===== src/hw/rtl/sm3_pkg.sv =====
`timescale 1ns / 1ps
`default_nettype none
// ----------------------------------------------------------------------------
// sm3 package
// shared types, constants and round functions of the sm3 hash engine
// ----------------------------------------------------------------------------
package sm3_pkg;

    typedef enum logic [2:0] {
        ST_IDLE,
        ST_PAD,
        ST_LOAD,
        ST_COMP,
        ST_FOLD,
        ST_OUT
    } ctrl_state_t;

    // controller to datapath
    typedef struct packed {
        logic       put_byte;
        logic [7:0] put_value;
        logic       add_len;
        logic       comp_start;
        logic       comp_round;
        logic       comp_fold;
        logic       reinit;
    } dp_cmd_t;

    // datapath to controller
    typedef struct packed {
        logic [5:0] fill;
        logic       round_last;
        logic [63:0] bits;
    } dp_stat_t;

    localparam logic [7:0] PAD_MARK = 8'h80;
    localparam logic [31:0] T_LOW  = 32'h79cc4519;
    localparam logic [31:0] T_HIGH = 32'h7a879d8a;
    localparam logic [5:0] LEN_POS = 6'd56;

    function automatic logic [31:0] iv_word(input logic [2:0] i);
        logic [31:0] v;
        case (i)
            3'd0: v = 32'h7380166f;
            3'd1: v = 32'h4914b2b9;
            3'd2: v = 32'h172442d7;
            3'd3: v = 32'hda8a0600;
            3'd4: v = 32'ha96f30bc;
            3'd5: v = 32'h163138aa;
            3'd6: v = 32'he38dee4d;
            default: v = 32'hb0fb0e4e;
        endcase
        return v;
    endfunction

    function automatic logic [31:0] rotl(input logic [31:0] x, input logic [4:0] n);
        logic [63:0] d;
        d = {x, x} << n;
        return d[63:32];
    endfunction

    function automatic logic [31:0] perm0(input logic [31:0] x);
        return x ^ rotl(x, 5'd9) ^ rotl(x, 5'd17);
    endfunction

    function automatic logic [31:0] perm1(input logic [31:0] x);
        return x ^ rotl(x, 5'd15) ^ rotl(x, 5'd23);
    endfunction

endpackage
`default_nettype wire


===== src/hw/rtl/sm3_datapath.sv =====
`timescale 1ns / 1ps
`default_nettype none
// ----------------------------------------------------------------------------
// sm3 datapath
// block buffer, length counter, message schedule window and round unit
// ----------------------------------------------------------------------------
module sm3_datapath (
    input  wire logic             clk,
    input  wire logic             rst_n,
    input  wire sm3_pkg::dp_cmd_t cmd,
    input  wire logic [2:0]       rd_index,
    output sm3_pkg::dp_stat_t     stat,
    output logic [31:0]           rd_word
);

    logic [31:0] buf_reg [16];
    logic [31:0] win_reg [16];
    logic [31:0] cv_reg [8];
    logic [31:0] v_reg [8];
    logic [5:0]  fill_reg;
    logic [63:0] bits_reg;
    logic [5:0]  rnd_reg;

    logic [3:0]  widx;
    logic [1:0]  bpos;
    logic [31:0] wnew, wj, wj4, tj, a12, s1, s2, ff, gg, t1, t2;
    logic        hi;

    assign widx = fill_reg[5:2];
    assign bpos = fill_reg[1:0];
    assign hi   = rnd_reg[5] | rnd_reg[4];
    assign wj   = win_reg[0];
    assign wj4  = win_reg[4];
    assign wnew = sm3_pkg::perm1(win_reg[0] ^ win_reg[7] ^ sm3_pkg::rotl(win_reg[13], 5'd15))
                  ^ sm3_pkg::rotl(win_reg[3], 5'd7) ^ win_reg[10];
    assign tj   = sm3_pkg::rotl(hi ? sm3_pkg::T_HIGH : sm3_pkg::T_LOW, rnd_reg[4:0]);
    assign a12  = sm3_pkg::rotl(v_reg[0], 5'd12);
    assign s1   = sm3_pkg::rotl(a12 + v_reg[4] + tj, 5'd7);
    assign s2   = s1 ^ a12;
    assign ff   = hi ? ((v_reg[0] & v_reg[1]) | (v_reg[0] & v_reg[2]) | (v_reg[1] & v_reg[2]))
                     : (v_reg[0] ^ v_reg[1] ^ v_reg[2]);
    assign gg   = hi ? ((v_reg[4] & v_reg[5]) | (~v_reg[4] & v_reg[6]))
                     : (v_reg[4] ^ v_reg[5] ^ v_reg[6]);
    assign t1   = ff + v_reg[3] + s2 + (wj ^ wj4);
    assign t2   = gg + v_reg[7] + s1 + wj;

    assign stat.fill       = fill_reg;
    assign stat.round_last = (rnd_reg == 6'd63);
    assign stat.bits       = bits_reg;
    assign rd_word         = cv_reg[rd_index];

    // block buffer, written one byte at a time with message and padding bytes
    always_ff @(posedge clk)
    begin
        if (cmd.put_byte)
        begin
            case (bpos)
                2'd0: buf_reg[widx] <= {cmd.put_value, 24'h0};
                2'd1: buf_reg[widx][23:16] <= cmd.put_value;
                2'd2: buf_reg[widx][15:8] <= cmd.put_value;
                default: buf_reg[widx][7:0] <= cmd.put_value;
            endcase
        end
    end

    // schedule window and working variables
    always_ff @(posedge clk)
    begin
        if (cmd.comp_start)
        begin
            for (int i = 0; i < 16; i++)
                win_reg[i] <= buf_reg[i];
            for (int i = 0; i < 8; i++)
                v_reg[i] <= cv_reg[i];
        end
        else if (cmd.comp_round)
        begin
            for (int i = 0; i < 15; i++)
                win_reg[i] <= win_reg[i+1];
            win_reg[15] <= wnew;
            v_reg[0] <= t1;
            v_reg[1] <= v_reg[0];
            v_reg[2] <= sm3_pkg::rotl(v_reg[1], 5'd9);
            v_reg[3] <= v_reg[2];
            v_reg[4] <= sm3_pkg::perm0(t2);
            v_reg[5] <= v_reg[4];
            v_reg[6] <= sm3_pkg::rotl(v_reg[5], 5'd19);
            v_reg[7] <= v_reg[6];
        end
    end

    always_ff @(posedge clk or negedge rst_n)
    begin
        if (!rst_n)
        begin
            for (int i = 0; i < 8; i++)
                cv_reg[i] <= sm3_pkg::iv_word(3'(i));
            fill_reg <= '0;
            bits_reg <= '0;
            rnd_reg  <= '0;
        end
        else
        begin
            if (cmd.put_byte)
                fill_reg <= fill_reg + 6'd1;
            if (cmd.add_len)
                bits_reg <= bits_reg + 64'd8;
            if (cmd.comp_start)
                rnd_reg <= '0;
            else if (cmd.comp_round)
                rnd_reg <= rnd_reg + 6'd1;
            if (cmd.comp_fold)
                for (int i = 0; i < 8; i++)
                    cv_reg[i] <= cv_reg[i] ^ v_reg[i];
            if (cmd.reinit)
            begin
                for (int i = 0; i < 8; i++)
                    cv_reg[i] <= sm3_pkg::iv_word(3'(i));
                fill_reg <= '0;
                bits_reg <= '0;
            end
        end
    end

endmodule
`default_nettype wire


===== src/hw/rtl/sm3_ctrl.sv =====
`timescale 1ns / 1ps
`default_nettype none
// ----------------------------------------------------------------------------
// sm3 controller
// request intake, padding sequence, round sequencing and digest output
// ----------------------------------------------------------------------------
module sm3_ctrl (
    input  wire logic              clk,
    input  wire logic              rst_n,
    input  wire logic              in_valid,
    output logic                   in_ready,
    input  wire logic [7:0]        data_byte,
    input  wire logic              byte_present,
    input  wire logic              last_byte,
    output logic                   out_valid,
    input  wire logic              out_ready,
    output logic [2:0]             word_index,
    output logic                   last_word,
    output logic [2:0]             rd_index,
    output sm3_pkg::dp_cmd_t       cmd,
    input  wire sm3_pkg::dp_stat_t stat
);

    sm3_pkg::ctrl_state_t state_reg, state_next;
    logic        fin_reg, fin_next;      // length tail started, message ends after this block
    logic [63:0] len_reg, len_next;      // bit length latched at end
    logic        mark_reg, mark_next;    // 0x80 still to place
    logic [2:0]  idx_reg, idx_next;
    logic [2:0]  lb;
    logic        acc;

    assign acc        = in_valid & in_ready;
    assign word_index = idx_reg;
    assign last_word  = (idx_reg == 3'd7);
    assign rd_index   = idx_reg;
    assign lb         = 3'd7 - stat.fill[2:0];

    always_ff @(posedge clk or negedge rst_n)
    begin
        if (!rst_n)
        begin
            state_reg <= sm3_pkg::ST_IDLE;
            fin_reg   <= 1'b0;
            len_reg   <= '0;
            mark_reg  <= 1'b0;
            idx_reg   <= '0;
        end
        else
        begin
            state_reg <= state_next;
            fin_reg   <= fin_next;
            len_reg   <= len_next;
            mark_reg  <= mark_next;
            idx_reg   <= idx_next;
        end
    end

    always_comb
    begin
        state_next = state_reg;
        fin_next   = fin_reg;
        len_next   = len_reg;
        mark_next  = mark_reg;
        idx_next   = idx_reg;
        in_ready   = 1'b0;
        out_valid  = 1'b0;
        cmd        = '0;
        case (state_reg)
            sm3_pkg::ST_IDLE:
            begin
                in_ready = 1'b1;
                if (acc)
                begin
                    cmd.put_byte  = byte_present;
                    cmd.put_value = data_byte;
                    cmd.add_len   = byte_present;
                    fin_next      = 1'b0;
                    if (last_byte)
                    begin
                        len_next  = stat.bits + (byte_present ? 64'd8 : 64'd0);
                        mark_next = 1'b1;
                    end
                    // block full: load it once the last byte is written
                    if (byte_present && stat.fill == 6'd63)
                        state_next = sm3_pkg::ST_LOAD;
                    else if (last_byte)
                        state_next = sm3_pkg::ST_PAD;
                end
            end
            sm3_pkg::ST_PAD:
            begin
                cmd.put_byte = 1'b1;
                if (mark_reg)
                begin
                    cmd.put_value = sm3_pkg::PAD_MARK;
                    mark_next     = 1'b0;
                end
                else if (fin_reg || stat.fill == sm3_pkg::LEN_POS)
                begin
                    // length tail fills bytes 56 to 63 of the final block
                    cmd.put_value = len_reg[{lb, 3'b000} +: 8];
                    fin_next      = 1'b1;
                end
                else
                    cmd.put_value = 8'h00;
                if (stat.fill == 6'd63)
                    state_next = sm3_pkg::ST_LOAD;
            end
            sm3_pkg::ST_LOAD:
            begin
                cmd.comp_start = 1'b1;
                state_next     = sm3_pkg::ST_COMP;
            end
            sm3_pkg::ST_COMP:
            begin
                cmd.comp_round = 1'b1;
                if (stat.round_last)
                    state_next = sm3_pkg::ST_FOLD;
            end
            sm3_pkg::ST_FOLD:
            begin
                cmd.comp_fold = 1'b1;
                idx_next      = '0;
                // a block that ended in length bytes finishes the message
                if (fin_reg)
                    state_next = sm3_pkg::ST_OUT;
                // padding carries over into the next block
                else if (mark_reg || len_reg != 64'd0)
                    state_next = sm3_pkg::ST_PAD;
                else
                    state_next = sm3_pkg::ST_IDLE;
            end
            sm3_pkg::ST_OUT:
            begin
                out_valid = 1'b1;
                if (out_ready)
                begin
                    idx_next = idx_reg + 3'd1;
                    if (idx_reg == 3'd7)
                    begin
                        cmd.reinit = 1'b1;
                        len_next   = '0;
                        fin_next   = 1'b0;
                        state_next = sm3_pkg::ST_IDLE;
                    end
                end
            end
            default: state_next = sm3_pkg::ST_IDLE;
        endcase
    end

endmodule
`default_nettype wire


===== src/hw/rtl/sm3_hash_engine_top.sv =====
`timescale 1ns / 1ps
`default_nettype none
// ----------------------------------------------------------------------------
// sm3 hash engine
// byte-serial sm3 hash, 256-bit digest delivered as eight 32-bit words
// ----------------------------------------------------------------------------
//  channel  | handshake             | payload
//  ---------+-----------------------+-----------------------------------------
//  input    | in_valid / in_ready   | data_byte, byte_present, last_byte
//  output   | out_valid / out_ready | digest_word, word_index, last_word
//
//  a data byte is taken per accepted input request; the 64th byte of a block
//  adds a load step, the rounds of the single round unit and a fold step
//  a last request adds one padding byte per cycle and, per padded block, a load,
//  the rounds and a fold, then eight digest words, one per accepted output request
//  reset restores the initial value; output stalls hold the digest
//  input is not taken while a block compresses or a digest is pending
// ----------------------------------------------------------------------------
module sm3_hash_engine_top (
    input  wire logic        clk,
    input  wire logic        rst_n,
    input  wire logic        in_valid,
    output logic             in_ready,
    input  wire logic [7:0]  data_byte,
    input  wire logic        byte_present,
    input  wire logic        last_byte,
    output logic             out_valid,
    input  wire logic        out_ready,
    output logic [31:0]      digest_word,
    output logic [2:0]       word_index,
    output logic             last_word
);

    sm3_pkg::dp_cmd_t  cmd;
    sm3_pkg::dp_stat_t stat;
    logic [2:0]        rd_index;

    // sequencing of bytes, padding and rounds
    sm3_ctrl u_ctrl (
        .clk          (clk),
        .rst_n        (rst_n),
        .in_valid     (in_valid),
        .in_ready     (in_ready),
        .data_byte    (data_byte),
        .byte_present (byte_present),
        .last_byte    (last_byte),
        .out_valid    (out_valid),
        .out_ready    (out_ready),
        .word_index   (word_index),
        .last_word    (last_word),
        .rd_index     (rd_index),
        .cmd          (cmd),
        .stat         (stat)
    );

    // buffer, schedule and chaining value
    sm3_datapath u_dp (
        .clk      (clk),
        .rst_n    (rst_n),
        .cmd      (cmd),
        .rd_index (rd_index),
        .stat     (stat),
        .rd_word  (digest_word)
    );

endmodule
`default_nettype wire

===== config.mk =====
export PLATFORM = sky130hd
export DESIGN_NAME = sm3_hash_engine_top
export DESIGN_NICKNAME = d
export VERILOG_FILES = /design/src/hw/rtl/sm3_pkg.sv /design/src/hw/rtl/sm3_datapath.sv /design/src/hw/rtl/sm3_ctrl.sv /design/src/hw/rtl/sm3_hash_engine_top.sv
export SDC_FILE = /design/constraint.sdc
export NUM_CORES = 2
export LEC_CHECK = 0
export BUFFER_PORTS_ARGS = -buffer_cell sky130_fd_sc_hd__buf_2
export CAP_MARGIN = 20
export CORE_UTILIZATION = 55
export DETAILED_ROUTE_END_ITERATION = 8
export GPL_ROUTABILITY_DRIVEN = 0
export PLACE_DENSITY = 0.71
export SYNTH_ARGS = -nofsm -noshare
export SYNTH_HDL_FRONTEND = slang
export SYNTH_SLANG_ARGS = --single-unit

===== constraint.sdc =====
create_clock -name clk -period 26.2 [get_ports clk]
set_input_delay 3.93 -clock clk [delete_from_list [all_inputs] [get_ports clk]]
set_output_delay 3.93 -clock clk [all_outputs]
set_load 0.01 [all_outputs]

## After elaboration in Yosys (flattened, before gate mapping)

Memories as Yosys holds them, arrays and structs flattened.
Index checks and enable logic that the tools add are counted.

- Order comparisons: 1
- Add/sub/neg operators: 14
- Bitwise operators: 61
- Shift-type cells: 2
- Equality and inequality tests: 20
- Reductions and logical operators: 20
- Mux-type cells: 98

Operators with widths:

| kind | count |
|---|---|
| 32-bit 2-to-1 mux | 28 |
| 32-bit XOR | 22 |
| 256-bit 2-to-1 mux | 2 |
| 64-bit 2-to-1 mux | 6 |
| 32-bit adder | 8 |
| 32-bit AND | 5 |
| 64-bit one-hot mux with 2 select lines | 1 |
| 32-bit binary-select mux with 3-bit select | 1 |
| 32-bit bitwise OR | 3 |
| 64-bit by 4-bit adder with 64-bit output (second input constant) | 1 |
| 64-bit adder | 1 |
| 64-bit nonzero test | 1 |
| 64-bit by 7-bit variable part select with 8-bit output | 1 |
| 64-bit by 5-bit left shift with 64-bit output | 1 |
| 8-bit 2-to-1 mux | 5 |
| 1-bit 2-to-1 mux | 34 |
| 32-bit inverter | 1 |
| 1-bit bitwise OR | 28 |
| 3-bit 2-to-1 mux | 9 |
| 26-bit 2-to-1 mux | 1 |
| 6-bit 2-to-1 mux | 4 |
| 6-bit == test (second input constant) | 3 |
| 3-bit one-hot mux with 6 select lines | 1 |
| 9-bit one-hot mux with 2 select lines | 1 |
| 30 further kinds | 48 |

- Input port bits: 14
- Register bits: 404
- RAM bits: 1,280
- Output and inout port bits: 38
- Memories: 3
- Logic and storage cells: 235

Memories:

| memory | words | width | rd ports | clocked after memory_dff | wr ports | RTL line | source |
|---|---|---|---|---|---|---|---|
| u_dp.buf_reg | 16 | 32 | 16 | 0 | 1 | sm3_datapath.sv:16 | `logic [31:0] buf_reg [16];` |
| u_dp.win_reg | 16 | 32 | 16 | 0 | 16 | sm3_datapath.sv:17 | `logic [31:0] win_reg [16];` |
| u_dp.v_reg | 8 | 32 | 8 | 0 | 8 | sm3_datapath.sv:19 | `logic [31:0] v_reg [8];` |

## Depth between registers and ports, before layout

An unclocked memory read counts as a cell.

- Word-level depth: 11
- Mapped depth: 41
- Mapped depth without buffers: 37

## Hierarchy

Synthesis repeated with hierarchy kept, for this count alone.

- Cells, all modules: 7,307
- Area total of the unflattened synthesis: 84,466.0 sq um

By module, submodules not included:

| module | area each (sq um) | instances | cells an instance |
|---|---|---|---|
| sm3_datapath | 79,411.2 | 1 | 6,727 |
| sm3_ctrl | 5,054.8 | 1 | 580 |

## Worst setup path after synthesis

No wires, ideal clock.

- Path kind: reg2reg
- Start: register u_ctrl.state_reg[2]
- End: memory u_dp.v_reg[0][28], data pin
- Stages on the path, launching flop included: 11
- Arrival time: 18.618 ns
- Setup slack: 7.313 ns
- Cells stage by stage: dfrtp_1 buf_4 inv_1 nand2_1 inv_1 nand2_1 clkbuf_1 clkbuf_1 buf_1 nand2_1 o21ai_0

RTL lines:

| item | RTL line | source |
|---|---|---|
| start: declaration | sm3_ctrl.sv:24 | `sm3_pkg::ctrl_state_t state_reg, state_next;` |
| start signal: assignment | sm3_ctrl.sv:42 | `state_reg <= sm3_pkg::ST_IDLE;` |
| start signal: assignment | sm3_ctrl.sv:50 | `state_reg <= state_next;` |
| end: declaration | sm3_datapath.sv:19 |  |

==> results.toml <==
[worst_setup_path]
critical_path.max_fanout = 47
setup.worst_path.start = "u_dp.rnd_reg[5]"
cpPeakStageDelay_ns = 0.69
startpoint_type = "flop"
worst_path_max_delay_cell = "sky130_fd_sc_hd__buf_4"
critical_path.reg2reg.startpoint = "u_dp.rnd_reg[5]"
regToRegEndpoint = "u_dp.v_reg[0][31]"
reg2reg_depth = 37
r2r_setup_slack_ns = 15.55
arrival_ns = 11.36
critical_path.most_common_cell = "sky130_fd_sc_hd__fa_1"
cp_data_required_time_ns = 26.91
critical_path_buf_inv_count = 5
critical_path_class = "flop to flop"
path_delay_family = "compound AO/OA/AOI/OAI gates"
crit_path_end_kind = "flop"

[sta]
slew_violations = 0
setup_violations_final = 0
fin_worst_skew_ns = 0.0727
tightestPinTransition_ns = 1.27
timing.hold.ws_ns = 0.497
post-route-min-period_ns = 10.65
relSlewSlack_pct = 14.4
layout_worst_path_cycle_share_pct = 40.7
clock.fmax_mhz = 93.9
rsz_0062_raised_after_global_routing = "no"
timing_hold_violations_final = 0
setup_ws_ns = 15.55
setup_total_negative_slack_ns = 0

[hold_path]
timing.hold.worst_endpoint = "u_dp.win_reg[15][2]"
hold_path_depth = 2
holdCritStartpoint = "u_dp.buf_reg[15][2]"
min-delay-path-class = "flop to flop"

[grt]
total_congestion_overflow = 0
grt_pass1_vias = 54600
gr-usage-all-layers_pct = 31.6
antenna_found_initial = 4
pin_count_of_the_biggest_net_entering_global_routing = 198
wire_length_of_the_first_global_routing_pass_mm = 358

[final_layout]
num-nets-final = 7524
layout-drive-gt1-share_pct = 11.8
post-route-cell-area_um2 = 91700
fillerInstances = 11800
syn2layout_area_growth_pct = 9.01
instances_no_fill = 9393
finish.utilization_pct = 60.4

[floorplanning]
core_region_area_um2 = 152000
design.die.area_um2 = 155000
die-height_um = 393
num_io_pins = 52
initial_utilization_pct = 55.4
die_x_um = 393
rows = 143

[logic_synthesis]
adder_cell_share_of_the_synthesized_area_pct = 6.08
post_synth_num_cell_types = 87
post_synth_and_or_nand_nor_area_fraction_pct = 13.0
yosys.area_share.xor_xnor_pct = 7.16
postSynthCellCount = 7277
synth_async_sr_flop_share_pct = 23.8
synth_enable_flop_cells = 1280
main_combinational_cell_family_by_area_after_synthesis = "simple AND/OR/NAND/NOR gates"
synth_fp_nets = 7587
synth_compound_area_share_pct = 6.34
synth.yosys.warnings = 0
synth.avg_cell_area_um2 = 11.6
seq_area_frac_synth_pct = 57.7
flip_flop_and_latch_count_after_synthesis = 1679
synth_flop_cell = "sky130_fd_sc_hd__edfxtp_1"
combined_area_of_all_synthesized_cells_um2 = 84100
synthMuxAreaShare_pct = 6.70

[cts]
clk_sink_count = 1679
postCtsResizedCells = 0
clk_pin_slew_ns = 0.06
cts.path.max_buffers = 3
tritoncts = "done"
hold_buffers = 0
cts-htree-levels = 4
clk-insertion-delay-late_ns = 0.87
postCtsSetupRepairBufs = 0
cts-root-buf = "sky130_fd_sc_hd__clkbuf_16"
num_cts_buffers = 172

[routing]
detail_route.iter0.violations = 6991
tritonroute_pass_1_iters = 9
drtAntennaViolNets = 0
vias_per_cell = 6.08
detail_route.wirelength_mm = 243
drt-wirelength-per-cell_um = 25.9
drcViolationCount = 0
overall_via_count_from_detail_route = 57100

[pwr]
peakVddDrop_mv = 0.0705
power_density_nw_per_um2 = 57.3
leak_nw = 34.0
total_power_mw = 5.26

[placed_design]
dp.final_hpwl_mm = 169
place_inst = 9068
dpl_cell_area_um2 = 86200
placement.setup.worst_slack_ns = 15.81
place.port_buffers = 51

[outcome]
result_of_the_run = "complete, no violations"

[job]
maxCapViolCount = 0
==> power by group <==
part / total [mW] / internal, mW / switching, mW
Clock: 2.40 / 1.33 / 1.08
Sequential: 2.84 / 2.84 / 0.00138
Combinational: 0.0173 / 0.00273 / 0.0145
==> worst max-delay path by stage <==
stage                              to  slack, ns  cells past startpoint
finish              u_dp.v_reg[0][31]      15.55                     37
global route        u_dp.v_reg[0][31]      15.20                     37
CTS                 u_dp.v_reg[0][31]      15.76                     37
detailed placement  u_dp.v_reg[0][31]      15.81                     37
global placement    u_dp.v_reg[0][31]      15.96                     37
floorplan           u_dp.v_reg[0][28]       7.31                     10
==> cells in the final DEF (no fill, tap or decap), types with 11 or more instances in the layout <==
master / netlist / routed
sky130_fd_sc_hd__nor4_1: 22 / 22
sky130_fd_sc_hd__a31o_2: 19 / 19
sky130_fd_sc_hd__a31oi_1: 30 / 30
sky130_fd_sc_hd__nand3_1: 127 / 127
sky130_fd_sc_hd__clkbuf_16: 0 / 173
sky130_fd_sc_hd__o211ai_1: 15 / 15
sky130_fd_sc_hd__inv_1: 313 / 311
sky130_fd_sc_hd__and4_1: 12 / 12
sky130_fd_sc_hd__o21a_1: 12 / 12
sky130_fd_sc_hd__fa_1: 188 / 188
sky130_fd_sc_hd__edfxtp_1: 1280 / 1280
sky130_fd_sc_hd__and3_1: 175 / 173
sky130_fd_sc_hd__nand4_1: 34 / 34
sky130_fd_sc_hd__dfrtp_1: 280 / 276
sky130_fd_sc_hd__mux2i_1: 86 / 86
sky130_fd_sc_hd__nor3_1: 47 / 46
sky130_fd_sc_hd__xor2_1: 263 / 263
sky130_fd_sc_hd__nor2b_1: 14 / 14
sky130_fd_sc_hd__buf_2: 7 / 50
sky130_fd_sc_hd__clkbuf_1: 303 / 70
sky130_fd_sc_hd__mux2_2: 264 / 264
sky130_fd_sc_hd__o31ai_1: 12 / 12
sky130_fd_sc_hd__o21ai_0: 467 / 460
sky130_fd_sc_hd__clkinv_2: 0 / 19
sky130_fd_sc_hd__xnor2_1: 407 / 407
sky130_fd_sc_hd__a21o_1: 44 / 44
sky130_fd_sc_hd__clkbuf_8: 0 / 11
sky130_fd_sc_hd__a211oi_1: 14 / 14
sky130_fd_sc_hd__o21bai_1: 13 / 13
sky130_fd_sc_hd__or3_1: 27 / 27
sky130_fd_sc_hd__buf_4: 2 / 53
sky130_fd_sc_hd__nor2_1: 411 / 410
sky130_fd_sc_hd__mux4_2: 80 / 80
sky130_fd_sc_hd__ha_1: 108 / 108
sky130_fd_sc_hd__nand2_1: 1675 / 1673
sky130_fd_sc_hd__dfstp_2: 119 / 119
sky130_fd_sc_hd__clkinv_1: 1 / 24
sky130_fd_sc_hd__a21oi_1: 235 / 235
==> layout make-up <==
class,instances,area (um2),area share (%)
Sequential cell,1679,48600,53.0
Multi-Input combinational cell,4937,33100,36.1
Clock buffer,254,4740,5.17
Tap cell,2030,2540,2.77
Inverter,314,1190,1.30
Timing Repair Buffer,110,791,0.862
Clock inverter,68,734,0.801
Antenna cell,1,2.50,0.00273
==> worst reg2reg max path: cells and delay by family, from the launching register on <==
family / cells / cell delay [ns]
compound gates: 14 / 3.51
xor+xnor: 2 / 0.65
fa+ha+maj: 8 / 2.91
buf+inv: 5 / 1.43
flops: 1 / 0.40
mux: 2 / 0.49
simple gates: 6 / 1.11
==> synthesized netlist by cell type, types with 6 or more instances <==
master	number	area share, %
sky130_fd_sc_hd__edfxtp_1	1280	46
sky130_fd_sc_hd__a21oi_1	235	1.4
sky130_fd_sc_hd__o21bai_1	13	0.12
sky130_fd_sc_hd__a21o_1	44	0.39
sky130_fd_sc_hd__nor2b_1	14	0.10
sky130_fd_sc_hd__mux4_2	80	2.1
sky130_fd_sc_hd__a31oi_1	30	0.22
sky130_fd_sc_hd__inv_1	313	1.4
sky130_fd_sc_hd__nand2_1	1675	7.5
sky130_fd_sc_hd__nor2_1	411	1.8
sky130_fd_sc_hd__o22ai_1	8	0.059
sky130_fd_sc_hd__o31ai_1	12	0.11
sky130_fd_sc_hd__o21a_1	12	0.11
sky130_fd_sc_hd__buf_1	35	0.16
sky130_fd_sc_hd__xnor3_1	6	0.16
sky130_fd_sc_hd__clkbuf_1	303	1.4
sky130_fd_sc_hd__mux2i_1	86	1.0
sky130_fd_sc_hd__buf_2	7	0.042
sky130_fd_sc_hd__a31o_2	19	0.20
sky130_fd_sc_hd__a211oi_1	14	0.12
sky130_fd_sc_hd__nand3_1	127	0.76
sky130_fd_sc_hd__o211ai_1	15	0.13
sky130_fd_sc_hd__mux2_2	264	3.5
sky130_fd_sc_hd__or4_1	6	0.054
sky130_fd_sc_hd__and3_1	175	1.3
sky130_fd_sc_hd__nand2b_1	8	0.059
sky130_fd_sc_hd__ha_1	108	1.6
sky130_fd_sc_hd__fa_1	188	4.5
sky130_fd_sc_hd__or2_2	8	0.059
sky130_fd_sc_hd__and2_1	8	0.059
sky130_fd_sc_hd__nor4_1	22	0.16
sky130_fd_sc_hd__nand4_1	34	0.25
sky130_fd_sc_hd__dfstp_2	119	3.7
sky130_fd_sc_hd__dfrtp_1	280	8.3
sky130_fd_sc_hd__xor2_1	263	2.7
sky130_fd_sc_hd__nor3_1	47	0.28
sky130_fd_sc_hd__xnor2_1	407	4.2
sky130_fd_sc_hd__or3_1	27	0.20
sky130_fd_sc_hd__o21ai_0	467	2.8
sky130_fd_sc_hd__and4_1	12	0.12
sky130_fd_sc_hd__o21ai_1	6	0.036
==> routing by layer <==
layer / track usage (%) / routed length [um]
met1: 42.3 / 92900
met2: 47.3 / 108000
met3: 7.27 / 25100
met4: 18.7 / 16700
met5: 0 / 40
==> kinds of logic (layout without fill, tap and decap cells) <==
logic type,Yosys count,in the layout
muxes,430,430
DFF,1679,1679
other,0,1
adders and majority gates,296,296
AOI/OAI and AO/OA,932,932
and+or+nand+nor,2602,2602
buffers and inverters,661,746
xor gates and xnor gates,677,677
(Power assumes the default switching activity.)
